==> src/design/clb_pkg.sv <==
// ----------------------------------------------------------------------------
// Collector load balancer package
// Shared widths, register and mode codes, and the divider request and
// response structs used between the sequencer and the shared divider.
// ----------------------------------------------------------------------------
package clb_pkg;

  localparam int MAX_COLLECTORS_DEF = 8;

  localparam int WEIGHT_COUNT = 8;
  localparam int WEIGHT_W     = 8;
  localparam int WEIGHT_SHIFT = 8;
  localparam int DIVIDEND_W   = 16;
  localparam int COUNT_W      = 32;
  localparam int DIVISOR_W    = 33;
  localparam int ACTIVE_W     = 4;
  localparam int MODE_W       = 2;
  localparam int CFG_INDEX_W  = 2;
  localparam int CFG_DATA_W   = 64;
  localparam int OUT_INDEX_W  = 3;
  localparam int REL_INDEX_W  = 3;

  localparam logic [MODE_W-1:0] MODE_ROUND_ROBIN = 2'd0;
  localparam logic [MODE_W-1:0] MODE_LEAST       = 2'd1;
  localparam logic [MODE_W-1:0] MODE_WEIGHTED    = 2'd2;
  localparam logic [MODE_W-1:0] MODE_UNSUPPORTED = 2'd3;

  localparam logic [CFG_INDEX_W-1:0] REG_BALANCE_MODE = 2'd0;
  localparam logic [CFG_INDEX_W-1:0] REG_ACTIVE_COUNT = 2'd1;
  localparam logic [CFG_INDEX_W-1:0] REG_WEIGHTS      = 2'd2;

  localparam logic KIND_PICK    = 1'b0;
  localparam logic KIND_RELEASE = 1'b1;

  localparam logic [COUNT_W-1:0] COUNT_MAX = '1;

  typedef struct packed {
    logic                  start;
    logic [DIVIDEND_W-1:0] dividend;
    logic [DIVISOR_W-1:0]  divisor;
  } div_req_t;

  typedef struct packed {
    logic                  busy;
    logic                  done;
    logic [DIVIDEND_W-1:0] quotient;
    logic [DIVIDEND_W-1:0] remainder;
  } div_rsp_t;

endpackage

==> src/design/clb_ram.sv <==
// ----------------------------------------------------------------------------
// Collector load balancer RAM
// Generic single write port, single read port RAM with a registered read.
// ----------------------------------------------------------------------------
module clb_ram #(
  parameter int WIDTH = 32,
  parameter int DEPTH = 8
) (
  input  logic                                  clk,
  input  logic                                  we,
  input  logic [((DEPTH > 1) ? $clog2(DEPTH) : 1)-1:0] waddr,
  input  logic [WIDTH-1:0]                      wdata,
  input  logic [((DEPTH > 1) ? $clog2(DEPTH) : 1)-1:0] raddr,
  output logic [WIDTH-1:0]                      rdata
);

  logic [WIDTH-1:0] mem [DEPTH];

  always_ff @(posedge clk) begin
    if (we) begin
      mem[waddr] <= wdata;
    end
    rdata <= mem[raddr];
  end

endmodule

==> src/design/clb_div.sv <==
// ----------------------------------------------------------------------------
// Collector load balancer divider
// Restoring divider, one quotient bit per cycle, returning quotient and
// remainder of a 16-bit dividend by a 33-bit divisor.
// ----------------------------------------------------------------------------
module clb_div (
  input  logic              clk,
  input  logic              rst_n,
  input  clb_pkg::div_req_t req,
  output clb_pkg::div_rsp_t rsp
);

  localparam int DW = clb_pkg::DIVIDEND_W;
  localparam int VW = clb_pkg::DIVISOR_W;
  localparam int SW = $clog2(DW + 1);
  localparam logic [SW-1:0] STEPS = SW'(DW);

  logic [DW-1:0] dvd_r;
  logic [VW-1:0] dvs_r;
  logic [DW:0]   rem_r;
  logic [DW-1:0] quo_r;
  logic [SW-1:0] steps_r;
  logic          active_r;
  logic          done_r;

  logic [DW:0]   shifted;
  logic          fits;

  assign shifted = {rem_r[DW-1:0], dvd_r[DW-1]};
  assign fits    = {{(VW-DW-1){1'b0}}, shifted} >= dvs_r;

  always_ff @(posedge clk) begin
    if (!rst_n) begin
      active_r <= 1'b0;
      done_r   <= 1'b0;
    end else begin
      done_r <= 1'b0;
      if (req.start) begin
        active_r <= 1'b1;
      end else if (active_r && steps_r == SW'(1)) begin
        active_r <= 1'b0;
        done_r   <= 1'b1;
      end
    end
  end

  always_ff @(posedge clk) begin
    if (req.start) begin
      dvd_r   <= req.dividend;
      dvs_r   <= req.divisor;
      rem_r   <= '0;
      quo_r   <= '0;
      steps_r <= STEPS;
    end else if (active_r) begin
      dvd_r   <= {dvd_r[DW-2:0], 1'b0};
      rem_r   <= fits ? (shifted - dvs_r[DW:0]) : shifted;
      quo_r   <= {quo_r[DW-2:0], fits};
      steps_r <= steps_r - SW'(1);
    end
  end

  assign rsp.busy      = active_r;
  assign rsp.done      = done_r;
  assign rsp.quotient  = quo_r;
  assign rsp.remainder = rem_r[DW-1:0];

endmodule

==> src/design/collector_load_balancer_unit.sv <==
// ----------------------------------------------------------------------------
// Collector load balancer unit
// Picks a collector for each new session and keeps per-collector session
// counts; supports round robin, least sessions and weighted selection.
// ----------------------------------------------------------------------------
// Usage: an input transaction (in_kind, in_release_index) is taken on a rising
// edge with start high and busy low. A pick (in_kind 0) yields exactly one
// result transaction: out_strobe is high for one cycle with out_chosen_index
// and out_choice_valid. A release (in_kind 1) yields no result.
// Steps, with n the effective collector count:
//   release                  count read, then count write
//   unsupported mode pick    never busy, result in the next cycle
//   round robin pick         one pass of the divider for the turn modulo
//                            n, then count update
//   least sessions pick      one count read per collector, then count update
//   weighted pick            one count read and one pass of the shared
//                            divider per collector, then count update
// The result strobe follows the last busy cycle. The receiver cannot stall:
// each result is offered for exactly one cycle. Configuration writes take
// effect at once and belong to idle periods. Reset clears all session counts
// through per-entry valid bits, the round robin turn and the registers.
// ----------------------------------------------------------------------------
module collector_load_balancer_unit #(
  parameter int MAX_COLLECTORS = clb_pkg::MAX_COLLECTORS_DEF
) (
  input  logic                               clk,
  input  logic                               rst_n,
  input  logic                               start,
  output logic                               busy,
  input  logic                               in_kind,
  input  logic [clb_pkg::REL_INDEX_W-1:0]    in_release_index,
  output logic                               out_strobe,
  output logic [clb_pkg::OUT_INDEX_W-1:0]    out_chosen_index,
  output logic                               out_choice_valid,
  input  logic                               cfg_we,
  input  logic [clb_pkg::CFG_INDEX_W-1:0]    cfg_index,
  input  logic [clb_pkg::CFG_DATA_W-1:0]     cfg_data
);

  // Index width for the count store and a wider width for comparing an index
  // plus one against the effective count.
  localparam int IW = (MAX_COLLECTORS > 1) ? $clog2(MAX_COLLECTORS) : 1;
  localparam int NW = ((IW + 1) > clb_pkg::ACTIVE_W) ? (IW + 1) : clb_pkg::ACTIVE_W;
  localparam int CW = clb_pkg::COUNT_W;

  localparam logic [3:0] ST_IDLE     = 4'd0;
  localparam logic [3:0] ST_RR_DIV   = 4'd1;
  localparam logic [3:0] ST_SCAN_RD  = 4'd2;
  localparam logic [3:0] ST_SCAN_CMP = 4'd3;
  localparam logic [3:0] ST_SCAN_DIV = 4'd4;
  localparam logic [3:0] ST_INC_RD   = 4'd5;
  localparam logic [3:0] ST_INC_WR   = 4'd6;
  localparam logic [3:0] ST_REL_RD   = 4'd7;
  localparam logic [3:0] ST_REL_WR   = 4'd8;

  // Configuration registers.
  logic [clb_pkg::MODE_W-1:0]     mode_r;
  logic [clb_pkg::ACTIVE_W-1:0]   active_r;
  logic [clb_pkg::CFG_DATA_W-1:0] weights_r;

  // Sequencer state.
  logic [3:0]            state_r, state_nxt;
  logic [IW-1:0]         turn_r, turn_nxt;
  logic [IW-1:0]         idx_r, idx_nxt;
  logic [IW-1:0]         sel_r, sel_nxt;
  logic [IW-1:0]         addr_r, addr_nxt;
  logic [CW-1:0]         best_r, best_nxt;
  logic [MAX_COLLECTORS-1:0] vld_r;

  logic                            out_strobe_r, out_strobe_nxt;
  logic [clb_pkg::OUT_INDEX_W-1:0] out_idx_r, out_idx_nxt;
  logic                            out_cv_r, out_cv_nxt;

  // Count store and shared divider.
  logic          ram_we;
  logic [CW-1:0] ram_wdata;
  logic [CW-1:0] ram_q;
  clb_pkg::div_req_t div_req;
  clb_pkg::div_rsp_t div_rsp;

  // Datapath helpers.
  logic [clb_pkg::ACTIVE_W-1:0] n_eff;
  logic [CW-1:0]                cnt_rd;
  logic [CW-1:0]                cnt_inc;
  logic [CW-1:0]                score;
  logic [clb_pkg::WEIGHT_W-1:0] weight_cur;
  logic                         idx_last;
  logic                         take_least;
  logic                         take_weight;
  logic [IW-1:0]                rr_sel;
  logic                         rr_wrap;

  clb_ram #(
    .WIDTH(CW),
    .DEPTH(MAX_COLLECTORS)
  ) u_count_ram (
    .clk  (clk),
    .we   (ram_we),
    .waddr(addr_r),
    .wdata(ram_wdata),
    .raddr(addr_r),
    .rdata(ram_q)
  );

  clb_div u_div (
    .clk  (clk),
    .rst_n(rst_n),
    .req  (div_req),
    .rsp  (div_rsp)
  );

  // An active_count of zero acts as one; a count above the store size is clipped to it.
  always_comb begin
    if (active_r == '0) begin
      n_eff = clb_pkg::ACTIVE_W'(1);
    end else if (int'(active_r) > MAX_COLLECTORS) begin
      n_eff = clb_pkg::ACTIVE_W'(MAX_COLLECTORS);
    end else begin
      n_eff = active_r;
    end
  end

  // An entry never written since reset reads as zero sessions.
  assign cnt_rd  = vld_r[addr_r] ? ram_q : '0;
  assign cnt_inc = (cnt_rd == clb_pkg::COUNT_MAX) ? cnt_rd : (cnt_rd + CW'(1));

  // Collectors beyond the packed weight word have weight zero.
  assign weight_cur = (int'(idx_r) < clb_pkg::WEIGHT_COUNT) ?
                      weights_r[clb_pkg::WEIGHT_W*int'(idx_r) +: clb_pkg::WEIGHT_W] : '0;

  assign score       = {{(CW-clb_pkg::DIVIDEND_W){1'b0}}, div_rsp.quotient};
  assign idx_last    = (NW'(idx_r) + NW'(1)) == NW'(n_eff);
  assign take_least  = (idx_r == '0) || (cnt_rd < best_r);
  assign take_weight = (idx_r == '0) || (score > best_r);
  assign rr_sel      = IW'(div_rsp.remainder);
  assign rr_wrap     = (NW'(rr_sel) + NW'(1)) == NW'(n_eff);

  always_comb begin
    state_nxt      = state_r;
    turn_nxt       = turn_r;
    idx_nxt        = idx_r;
    sel_nxt        = sel_r;
    addr_nxt       = addr_r;
    best_nxt       = best_r;
    out_strobe_nxt = 1'b0;
    out_idx_nxt    = out_idx_r;
    out_cv_nxt     = out_cv_r;
    ram_we         = 1'b0;
    ram_wdata      = cnt_inc;
    div_req        = '0;

    unique case (state_r)
      ST_IDLE: begin
        if (start) begin
          if (in_kind == clb_pkg::KIND_RELEASE) begin
            // Releases outside the store are dropped.
            if (int'(in_release_index) < MAX_COLLECTORS) begin
              addr_nxt  = IW'(in_release_index);
              state_nxt = ST_REL_RD;
            end
          end else begin
            unique case (mode_r) inside
              clb_pkg::MODE_ROUND_ROBIN: begin
                // The turn is reduced modulo the current count by the divider.
                div_req.start    = 1'b1;
                div_req.dividend = clb_pkg::DIVIDEND_W'(turn_r);
                div_req.divisor  = clb_pkg::DIVISOR_W'(n_eff);
                state_nxt        = ST_RR_DIV;
              end
              clb_pkg::MODE_LEAST, clb_pkg::MODE_WEIGHTED: begin
                idx_nxt   = '0;
                addr_nxt  = '0;
                state_nxt = ST_SCAN_RD;
              end
              clb_pkg::MODE_UNSUPPORTED: begin
                out_strobe_nxt = 1'b1;
                out_idx_nxt    = '0;
                out_cv_nxt     = 1'b0;
              end
              default: begin
              end
            endcase
          end
        end
      end

      ST_RR_DIV: begin
        if (div_rsp.done) begin
          sel_nxt   = rr_sel;
          turn_nxt  = rr_wrap ? '0 : (rr_sel + IW'(1));
          addr_nxt  = rr_sel;
          state_nxt = ST_INC_RD;
        end
      end

      ST_SCAN_RD: begin
        state_nxt = ST_SCAN_CMP;
      end

      ST_SCAN_CMP: begin
        if (mode_r == clb_pkg::MODE_WEIGHTED) begin
          div_req.start    = 1'b1;
          div_req.dividend = clb_pkg::DIVIDEND_W'(weight_cur) << clb_pkg::WEIGHT_SHIFT;
          div_req.divisor  = {1'b0, cnt_rd} + clb_pkg::DIVISOR_W'(1);
          state_nxt        = ST_SCAN_DIV;
        end else begin
          if (take_least) begin
            best_nxt = cnt_rd;
            sel_nxt  = idx_r;
          end
          if (idx_last) begin
            addr_nxt  = take_least ? idx_r : sel_r;
            state_nxt = ST_INC_RD;
          end else begin
            idx_nxt   = idx_r + IW'(1);
            addr_nxt  = idx_r + IW'(1);
            state_nxt = ST_SCAN_RD;
          end
        end
      end

      ST_SCAN_DIV: begin
        if (div_rsp.done) begin
          if (take_weight) begin
            best_nxt = score;
            sel_nxt  = idx_r;
          end
          if (idx_last) begin
            addr_nxt  = take_weight ? idx_r : sel_r;
            state_nxt = ST_INC_RD;
          end else begin
            idx_nxt   = idx_r + IW'(1);
            addr_nxt  = idx_r + IW'(1);
            state_nxt = ST_SCAN_RD;
          end
        end
      end

      ST_INC_RD: begin
        state_nxt = ST_INC_WR;
      end

      ST_INC_WR: begin
        ram_we         = 1'b1;
        ram_wdata      = cnt_inc;
        out_strobe_nxt = 1'b1;
        out_idx_nxt    = clb_pkg::OUT_INDEX_W'(addr_r);
        out_cv_nxt     = 1'b1;
        state_nxt      = ST_IDLE;
      end

      ST_REL_RD: begin
        state_nxt = ST_REL_WR;
      end

      ST_REL_WR: begin
        // An idle collector stays at zero.
        ram_we    = (cnt_rd != '0);
        ram_wdata = cnt_rd - CW'(1);
        state_nxt = ST_IDLE;
      end

      default: begin
        state_nxt = ST_IDLE;
      end
    endcase
  end

  // Control state.
  always_ff @(posedge clk) begin
    if (!rst_n) begin
      state_r      <= ST_IDLE;
      turn_r       <= '0;
      vld_r        <= '0;
      out_strobe_r <= 1'b0;
      mode_r       <= clb_pkg::MODE_ROUND_ROBIN;
      active_r     <= clb_pkg::ACTIVE_W'(1);
      weights_r    <= '0;
    end else begin
      state_r      <= state_nxt;
      turn_r       <= turn_nxt;
      out_strobe_r <= out_strobe_nxt;
      if (ram_we) begin
        vld_r[addr_r] <= 1'b1;
      end
      if (cfg_we) begin
        unique case (cfg_index)
          clb_pkg::REG_BALANCE_MODE: mode_r    <= cfg_data[clb_pkg::MODE_W-1:0];
          clb_pkg::REG_ACTIVE_COUNT: active_r  <= cfg_data[clb_pkg::ACTIVE_W-1:0];
          clb_pkg::REG_WEIGHTS:      weights_r <= cfg_data;
          default: begin
          end
        endcase
      end
    end
  end

  // Payload registers.
  always_ff @(posedge clk) begin
    idx_r     <= idx_nxt;
    sel_r     <= sel_nxt;
    addr_r    <= addr_nxt;
    best_r    <= best_nxt;
    out_idx_r <= out_idx_nxt;
    out_cv_r  <= out_cv_nxt;
  end

  assign busy             = (state_r != ST_IDLE);
  assign out_strobe       = out_strobe_r;
  assign out_chosen_index = out_idx_r;
  assign out_choice_valid = out_cv_r;

  // A result only follows a count update or an unsupported-mode pick.
  a_result_source: assert property (@(posedge clk) disable iff (!rst_n)
    out_strobe |-> ($past(state_r) == ST_INC_WR) || ($past(state_r) == ST_IDLE && $past(start)))
    else $error("result strobe without a finished pick");

  // The shared divider is never restarted while a division is running.
  a_div_free: assert property (@(posedge clk) disable iff (!rst_n)
    div_req.start |-> !div_rsp.busy)
    else $error("divider started while busy");

  // Division results arrive only while the sequencer waits for them.
  a_div_wait: assert property (@(posedge clk) disable iff (!rst_n)
    div_rsp.done |-> (state_r == ST_RR_DIV || state_r == ST_SCAN_DIV))
    else $error("divider result outside a wait state");

  // The collector being counted lies inside the active set.
  a_sel_range: assert property (@(posedge clk) disable iff (!rst_n)
    (state_r == ST_INC_WR) |-> (NW'(addr_r) < NW'(n_eff)))
    else $error("chosen collector outside the active set");

endmodule
==> config.mk <==
export PLATFORM = sky130hd
export DESIGN_NAME = collector_load_balancer_unit
export DESIGN_NICKNAME = d
export VERILOG_FILES = /design/src/design/clb_pkg.sv /design/src/design/clb_ram.sv /design/src/design/clb_div.sv /design/src/design/collector_load_balancer_unit.sv
export SDC_FILE = /design/constraint.sdc
export NUM_CORES = 1
export LEC_CHECK = 0
export BUFFER_PORTS_ARGS = -buffer_cell sky130_fd_sc_hd__buf_2
export CAP_MARGIN = 0
export CORE_ASPECT_RATIO = 0.5
export CORE_UTILIZATION = 56
export DETAILED_ROUTE_END_ITERATION = 8
export MAX_ROUTING_LAYER = met4
export PLACE_DENSITY = 0.76
export SLEW_MARGIN = 10
export SYNTH_ARGS = -nofsm -noshare
export SYNTH_HDL_FRONTEND = slang
export SYNTH_SLANG_ARGS = --single-unit
==> constraint.sdc <==
create_clock -name clk -period 5.9 [get_ports clk]
set_clock_uncertainty 0.1 [all_clocks]
set_input_delay 0.59 -clock clk [delete_from_list [all_inputs] [get_ports clk]]
set_output_delay 0.59 -clock clk [all_outputs]
set_load 0.005 [all_outputs]
==> results.md, run 1 <==
* Status: finished, final reports clean
* Register share of total power at 44.9%
* Final instance area at 25800 um^2
* Pwr Density at 388 nW/um^2
* Dpl hpwl at 38400 um
* First-pass GRT wire length at 90600 um
* Actual slew at the worst max-slew pin at 1.18 ns
* CTS hold repair buffers at 0
* Share of layout cells above drive strength 1 at 11.6%
* # Post-CTS Setup Buffers at 0
* Post-layout min period at 5.40 ns
* GR Util met3 at 5.15%
* Yosys top cell by area: edfxtp_1
* CTS max path bufs at 3
* Die Height at 146 um
* Initial Util at 57.3%
* Layout fillers at 3119
* DR iter-0 viols at 2128
* Clk slew on worst S/H paths at 0.07 ns
* GR Util met1 at 39.7%
* Final WL at 58400 um
* Largest net degree at the start of global routing at 89
* P_sw at 0.00325 W
* Initial antenna violation count at 0
* Crit share post-route at 91.5%
* Max-cap violations at 0
* CP startpoint: addr_r[0]
* Inserted Diodes at 0
* Grt ovf at 0
* Port Buffers at 79
* Synth-to-layout area growth at 10.5%
* Fin. Hold Viols at 0
* Combinational power share at 26.4%
* Predominant post-synthesis flop cell: edfxtp_1
* Yosys reg bits at 507
* Post-synth EDFFs at 350
* Drt wl/cell at 21.5 um
* Pint at 0.00677 W
* VDD IR max at 0.000213 V
* Final nets at 2283
* Asr flop ratio synth at 0%
* CP endpoint kind: flip-flop
* Number of global-route vias before repair at 15974
* CTS buffer count at 44
* Top cell type's share of synthesized area at 45.0%
* Syn nets at 2236
* Row cnt at 52
* Worst EP arrival at 5.60 ns
* Cell Area, Placed at 24400 um^2
* Post-CTS sizing at 0
* Overall Global Routing Usage at 28.2%
* Yosys cell types at 72
* Fmax at 0.185 GHz
* CTS tree: yes
* Worst min path class: input port to flip-flop
* Crit path launch type: flip-flop
* GRT met2 Usage at 42.1%
* Unrepaired setup endpoints after global routing: no
* DRC Markers at 0
* Sw Ratio at 32.4%
* GP Congestion at 0.969
* Vias per cell at 6.18
* Critical-path cell list: mux2_2 -> mux4_2 -> buf_4 -> and2_1 -> ha_1 -> nand4b_1 -> a31oi_1 -> o21ai_0 -> a31oi_1 -> nor2_1 -> o21ai_0 -> o31ai_4 -> buf_4
* Max_slew headroom at 20.4%
* Ports at 80
* Critical path type: flip-flop to flip-flop
* Worst path max stage delay at 0.82 ns
* HP Start: cfg_data[6]
* Leakage at 9.07 nW
* Skew-Pair Late Insertion Delay at 0.57 ns
* # setup viols final at 0
* Slew Limit Fails at 0
* Max FO, Critical Path at 37
* Post-Syn Area at 23300 um^2
* Mapped Cells at 2088
* TritonCTS Sinks at 507
* Drt pass-1 iters at 6
* Clock power share at 28.7%
* H-Tree Depth at 2
* DR vias at 16758
* GRT busiest layer: met2
* Slowest cell on the critical path: mux4_2
* Worst EP required at 6.10 ns
* Routed Antenna Nets at 0
* Top cells by area, synth: edfxtp_1, dfxtp_1, a22oi_1
* CTS root buffer: clkbuf_16
* Core area at 40700 um^2
* Total negative slack at 0 ns
* Syn avg cell area at 11.2 um^2
* Die Width at 291 um
* Reg2reg start: addr_r[0]
* Synth Warn # at 0
* Die ar. at 42600 um^2
* Sequential share of the synthesized area at 58.5%
==> power groups by stage <==
stage               Clock, W  Combinational, W  Sequential (W)
finish               0.00288           0.00264         0.00450
global route         0.00305           0.00291         0.00453
CTS                  0.00291           0.00262         0.00449
detailed placement         0           0.00260         0.00456
global placement           0           0.00255         0.00456
floorplan                  0           0.00205         0.00434
==> registers in the layout, summed over array words and instances (netlist names), 5 cells and up <==
name	cells
u_div.dvs_r	33
u_count_ram.mem	256
u_div.dvd_r	16
u_count_ram.rdata	32
weights_r	64
best_r	32
u_div.quo_r	16
u_div.rem_r	16
vld_r	8
u_div.steps_r	5
==> cell families (layout without fill, tap and decap cells) <==
group	Yosys count	count (layout)	synth area share (%)
and+or+nand+nor	678	678	13.7
DFF	507	507	58.5
AOI/OAI and AO/OA	479	479	14.0
buffers and inverters	218	300	3.53
adders and majority gates	74	74	4.00
muxes	72	72	4.12
xor gates and xnor gates	60	60	2.25
==> cell usage after synthesis, types with 8 or more instances <==
cell type / count
a211oi_1: 8
clkbuf_1: 108
and2_1: 14
nand3_1: 42
nor2_1: 143
a31oi_1: 14
a22oi_1: 142
dfxtp_1: 157
ha_1: 73
xnor2_1: 48
mux4_2: 18
nor3_1: 30
nor4_1: 17
a21boi_0: 64
o22ai_1: 8
o21a_1: 16
or3_1: 13
nand2b_1: 10
xor2_1: 12
mux2i_1: 41
nor2b_1: 27
o21ai_0: 89
and3_1: 17
mux2_2: 13
edfxtp_1: 350
nand3b_1: 8
nand2_1: 272
a21o_1: 14
nand4_1: 52
inv_1: 98
a21oi_1: 64
==> placed cells by master, fill, tap and decap left out, types with 41 or more instances in the layout <==
cell type and instances:
clkbuf_16 46, mux2i_1 41, nand2_1 272, ha_1 73
xnor2_1 48, a22oi_1 142, buf_4 41, nand3_1 42
buf_2 79, edfxtp_1 350, inv_1 98, nor2_1 142
nand4_1 52, dfxtp_1 156, a21oi_1 63, a21boi_0 64
o21ai_0 89
==> routing by layer <==
metal  wire length, um  share of wire (%)
met4              1340                2.3
met2             25600                 44
met3              5620                9.6
met5                 0                  0
met1             25800                 44
==> path summary, 6_finish.rpt <==
kind	end	slack, ns	depth (start not counted)
setup / recovery	best_r[28]	0.50	13
hold / removal	weights_r[6]	0.18	3
setup reg to reg	best_r[28]	0.50	13
hold reg to reg	weights_r[43]	0.37	2
==> stage by stage <==
stage / utilization, % / instances / power, W / worst slack (ns) / hold slack [ns]
4_1_cts: 63.4 / 2710 / 0.0100 / 0.558 / 0.163
6_report: 63.4 / 2710 / 0.0100 / 0.502 / 0.184
3_5_place_dp: 59.9 / 2629 / 0.00716 / 0.589 / 0.358
3_3_place_gp: 59.9 / 2629 / 0.00711 / 0.733 / 0.351
2_1_floorplan: - / 2088 / 0.00639 / 0.392 / 0.340
5_1_grt: 63.4 / 2710 / 0.0105 / 0.164 / 0.182
==> area by class of cell <==
cell class / count / area [um^2] / share of cell area [%]
Clock buffer: 56 / 1220 / 4.72
Sequential cell: 507 / 13700 / 52.9
Multi-Input combinational cell: 1363 / 8970 / 34.8
Clock inverter: 25 / 208 / 0.805
Tap cell: 540 / 676 / 2.62
Inverter: 99 / 372 / 1.44
Timing Repair Buffer: 120 / 703 / 2.73
==> worst max-delay path: cells and delay by family, from the launching register on <==
family	cells	cell delay [ns]
adders and majority gates	1	0.33
buffers and inverters	2	0.62
AOI/OAI and AO/OA	5	1.59
and+or+nand+nor	3	0.43
DFF	1	0.80
muxes	2	1.23
(Power assumes the default switching activity.)
==> inputs of run 2 (changes only) <==
--- a/config.mk
+++ b/config.mk
@@ -5,13 +5,13 @@
 export SDC_FILE = /design/constraint.sdc
 export NUM_CORES = 1
 export LEC_CHECK = 0
+export ABC_AREA = 1
 export BUFFER_PORTS_ARGS = -buffer_cell sky130_fd_sc_hd__buf_2
-export CAP_MARGIN = 0
+export CAP_MARGIN = 30
 export CORE_ASPECT_RATIO = 0.5
-export CORE_UTILIZATION = 56
+export CORE_UTILIZATION = 45
 export DETAILED_ROUTE_END_ITERATION = 8
 export MAX_ROUTING_LAYER = met4
-export PLACE_DENSITY = 0.76
 export SLEW_MARGIN = 10
 export SYNTH_ARGS = -nofsm -noshare
 export SYNTH_HDL_FRONTEND = slang
==> run 2 against run 1 <==
- critical path depth increased by 1
- synthesized area increased by 0.10%
- highest routed layer unchanged
- die area is 24% higher
- register-to-register slack gained 0.68 ns
- total power is 23% higher
- sequential power is 6.2% higher
- worst hold slack worse by 0.039 ns
- combinational power up 68%
- fmax rose by 14%
==> results.md, run 2 <==
* Status: finished, final reports clean
* DR vias at 17149 (+2.3%)
* Critical path type: flip-flop to flip-flop
* Synth-to-layout area growth at 11.8%
* Yosys top cell by area: edfxtp_1
* # Post-CTS Setup Buffers at 0 (unchanged)
* Fin. Hold Viols at 0 (unchanged)
* CTS hold repair buffers at 0 (unchanged)
* Sequential share of the synthesized area at 58.4% (-0.059 points)
* Largest regs: u_count_ram.mem: 256 flops, weights_r: 64 flops, u_div.dvs_r: 33 flops
* Top cell type's share of synthesized area at 45.0% (-0.046 points)
* Drt wl/cell at 19.2 um (-11%)
* Max_slew headroom at 38.4% (+18 points)
* Reg with most FFs: u_count_ram.mem
* Skew-Pair Late Insertion Delay at 0.58 ns (about the same)
* HP Start: cfg_data[63]
* Worst EP arrival at 4.86 ns (-0.74 ns)
* Overall Power at 0.0123 W (+23%)
* Vias per cell at 5.41 (-12%)
* Slowest cell on the critical path: a31oi_1
* Worst min path class: input port to flip-flop
* First-pass GRT wire length at 92900 um (+2.6%)
* Delay-heaviest family, CP: simple AND/OR/NAND/NOR gates
* Post-synth top cells: nand2_1, edfxtp_1, nor2_1
* Dpl hpwl at 39400 um (+2.7%)
* Max FO, Critical Path at 21 (-43%)
* Die Height at 163 um (+11%)
* Post-CTS sizing at 0 (unchanged)
* Final core utilization at 51.5% (-12 points)
* Most frequent cells in the layout: nand2_1, edfxtp_1, nor2_1
* Predominant post-synthesis flop cell: edfxtp_1
* Post-synth EDFFs at 350 (unchanged)
* Clk slew on worst S/H paths at 0.06 ns (about the same)
* Max-cap violations at 0 (unchanged)
* Syn nets at 2516 (+13%)
* P_sw at 0.00480 W (+48%)
* DRC Markers at 0 (unchanged)
* Asr flop ratio synth at 0% (unchanged)
* Pint at 0.00749 W (+11%)
* # setup viols final at 0 (unchanged)
* Port Buffers at 79 (unchanged)
* Initial antenna violation count at 1 (+1)
* Count leader, synth: nand2_1
* Commonest non-fill, non-tap cell in the layout: nand2_1
* Post-layout min period at 4.72 ns (-0.676 ns)
* DR iter-0 viols at 1660 (-22%)
* Sw Ratio at 39.0% (+6.6 points)
* Top cells by area, synth: edfxtp_1, dfxtp_1, nand2_1
* Worst EP required at 6.04 ns (-0.06 ns)
* Post-Syn Area at 23400 um^2 (+0.10%)
* Leakage at 10.4 nW (+15%)
* Routed Antenna Nets at 0 (unchanged)
* Overall Global Routing Usage at 23.7% (-4.5 points)
* Final WL at 61000 um (+4.4%)
* CP endpoint kind: flip-flop
* Register share of total power at 38.9% (-6.0 points)
* VDD IR max at 0.000225 V (+5.6%)
* Crit share post-route at 80.0% (-11 points)
* Clock power share at 24.9% (-3.8 points)
* Initial Util at 46.1% (-11 points)
* Actual slew at the worst max-slew pin at 0.919 ns (-0.262 ns)
* Die ar. at 52900 um^2 (+24%)
* CTS buffer count at 47 (+6.8%)
* H-Tree Depth at 2 (unchanged)
* Critical-path cell list: inv_8 -> nand2_1 -> nand3_2 -> nand2_4 -> inv_2 -> nand2_4 -> nand2_1 -> inv_1 -> nand2_1 -> nor3_1 -> nand4_1 -> nor3_2 -> inv_2 -> a31oi_1
* Reg2reg start: addr_r[0]
* Unrepaired setup endpoints after global routing: no
* Worst path max stage delay at 0.77 ns (-0.05 ns)
* Final nets at 2589 (+13%)
* Slew Limit Fails at 0 (unchanged)
* Number of global-route vias before repair at 15950 (-0.15%)
* Ports at 80 (unchanged)
* Core area at 50700 um^2 (+25%)
* Yosys cell types at 58 (-19%)
* Pwr Density at 471 nW/um^2 (+21%)
* Crit path launch type: flip-flop
* CTS tree: yes
* CTS root buffer: clkbuf_16
* Die Width at 324 um (+12%)
* Largest net degree at the start of global routing at 76 (-15%)
* Synth Warn # at 0 (unchanged)
* Fmax at 0.212 GHz (+14%)
* Yosys reg bits at 507 (unchanged)
* Share of layout cells above drive strength 1 at 11.3% (-0.27 points)
* GP Congestion at 0.960 (-0.89%)
* Worst path most repeated cell: nand2_1
* Total negative slack at 0 ns (unchanged)
* Row cnt at 58 (+12%)
* Mapped Cells at 2368 (+13%)
* WP buf/inv at 4 (+2)
* Grt ovf at 0 (unchanged)
* Drt pass-1 iters at 5 (-1)
* Syn avg cell area at 9.87 um^2 (-12%)
* CP startpoint: addr_r[0]
* CTS max path bufs at 3 (unchanged)
* TritonCTS Sinks at 507 (unchanged)
* Inserted Diodes at 0 (unchanged)
* Combinational power share at 36.1% (+9.7 points)
* Max FFs per register at 256 (unchanged)
run 2: cell type report:
class                   instances  area, um^2
fillers                      4565       24600
flip-flops and latches        507       13700
multi-input cells            1504        8350
clock buffers                  76        1450
inverters                     268        1010
well taps                     690         863
repair buffers                113         678
clock inverters                11         108
run 2: worst paths after layout:
kind	endpoint	slack [ns]	depth (start not counted)
min	weights_r[63]	0.15	3
min reg2reg	u_count_ram.rdata[16]	0.36	2
max reg2reg	u_count_ram.mem[4][9]	1.18	14
max	u_count_ram.mem[4][9]	1.18	14
run 2: layer usage:
| metal | global-route usage (%) | wire [um] |
|---|---|---|
| met4 | 5.10 | 1130 |
| met5 | - | 0 |
| met2 | 35.3 | 26200 |
| met1 | 34.2 | 29600 |
| met3 | 3.35 | 4040 |
run 2: tightest hold or removal path: stages:
cell	delay (ns)
buf_2	0.08
nor2_1	0.03
nor2_1	0.08
run 2: power groups by stage:
stage | combinational, W | clock [W] | sequential [W]
after floorplan | 0.00313 | 0 | 0.00469
after global placement | 0.00433 | 0 | 0.00485
after detailed placement | 0.00437 | 0 | 0.00485
after CTS | 0.00439 | 0.00311 | 0.00478
after global routing | 0.00491 | 0.00325 | 0.00482
final | 0.00444 | 0.00306 | 0.00478
run 2: kinds of logic after synthesis:
family	Yosys count	synth area share, %
AO/OA/AOI/OAI	470	12.2
XOR/XNOR	52	1.95
adder cells (fa/ha/maj)	74	3.99
buffers and inverters	357	6.00
flip-flops	507	58.4
AND/OR/NAND/NOR	908	17.4
run 2: through the flow:
| step | std cells | area, um^2 | setup WS [ns] | hold slack (ns) |
|---|---|---|---|---|
| after floorplan | 2368 | 23400 | 2.32 | 0.329 |
| after global placement | 3076 | 24500 | 1.43 | 0.346 |
| after detailed placement | 3078 | 24500 | 1.41 | 0.350 |
| after CTS | 3165 | 26100 | 1.37 | 0.133 |
| after global routing | 3169 | 26100 | 0.964 | 0.145 |
| final | 3169 | 26100 | 1.18 | 0.145 |
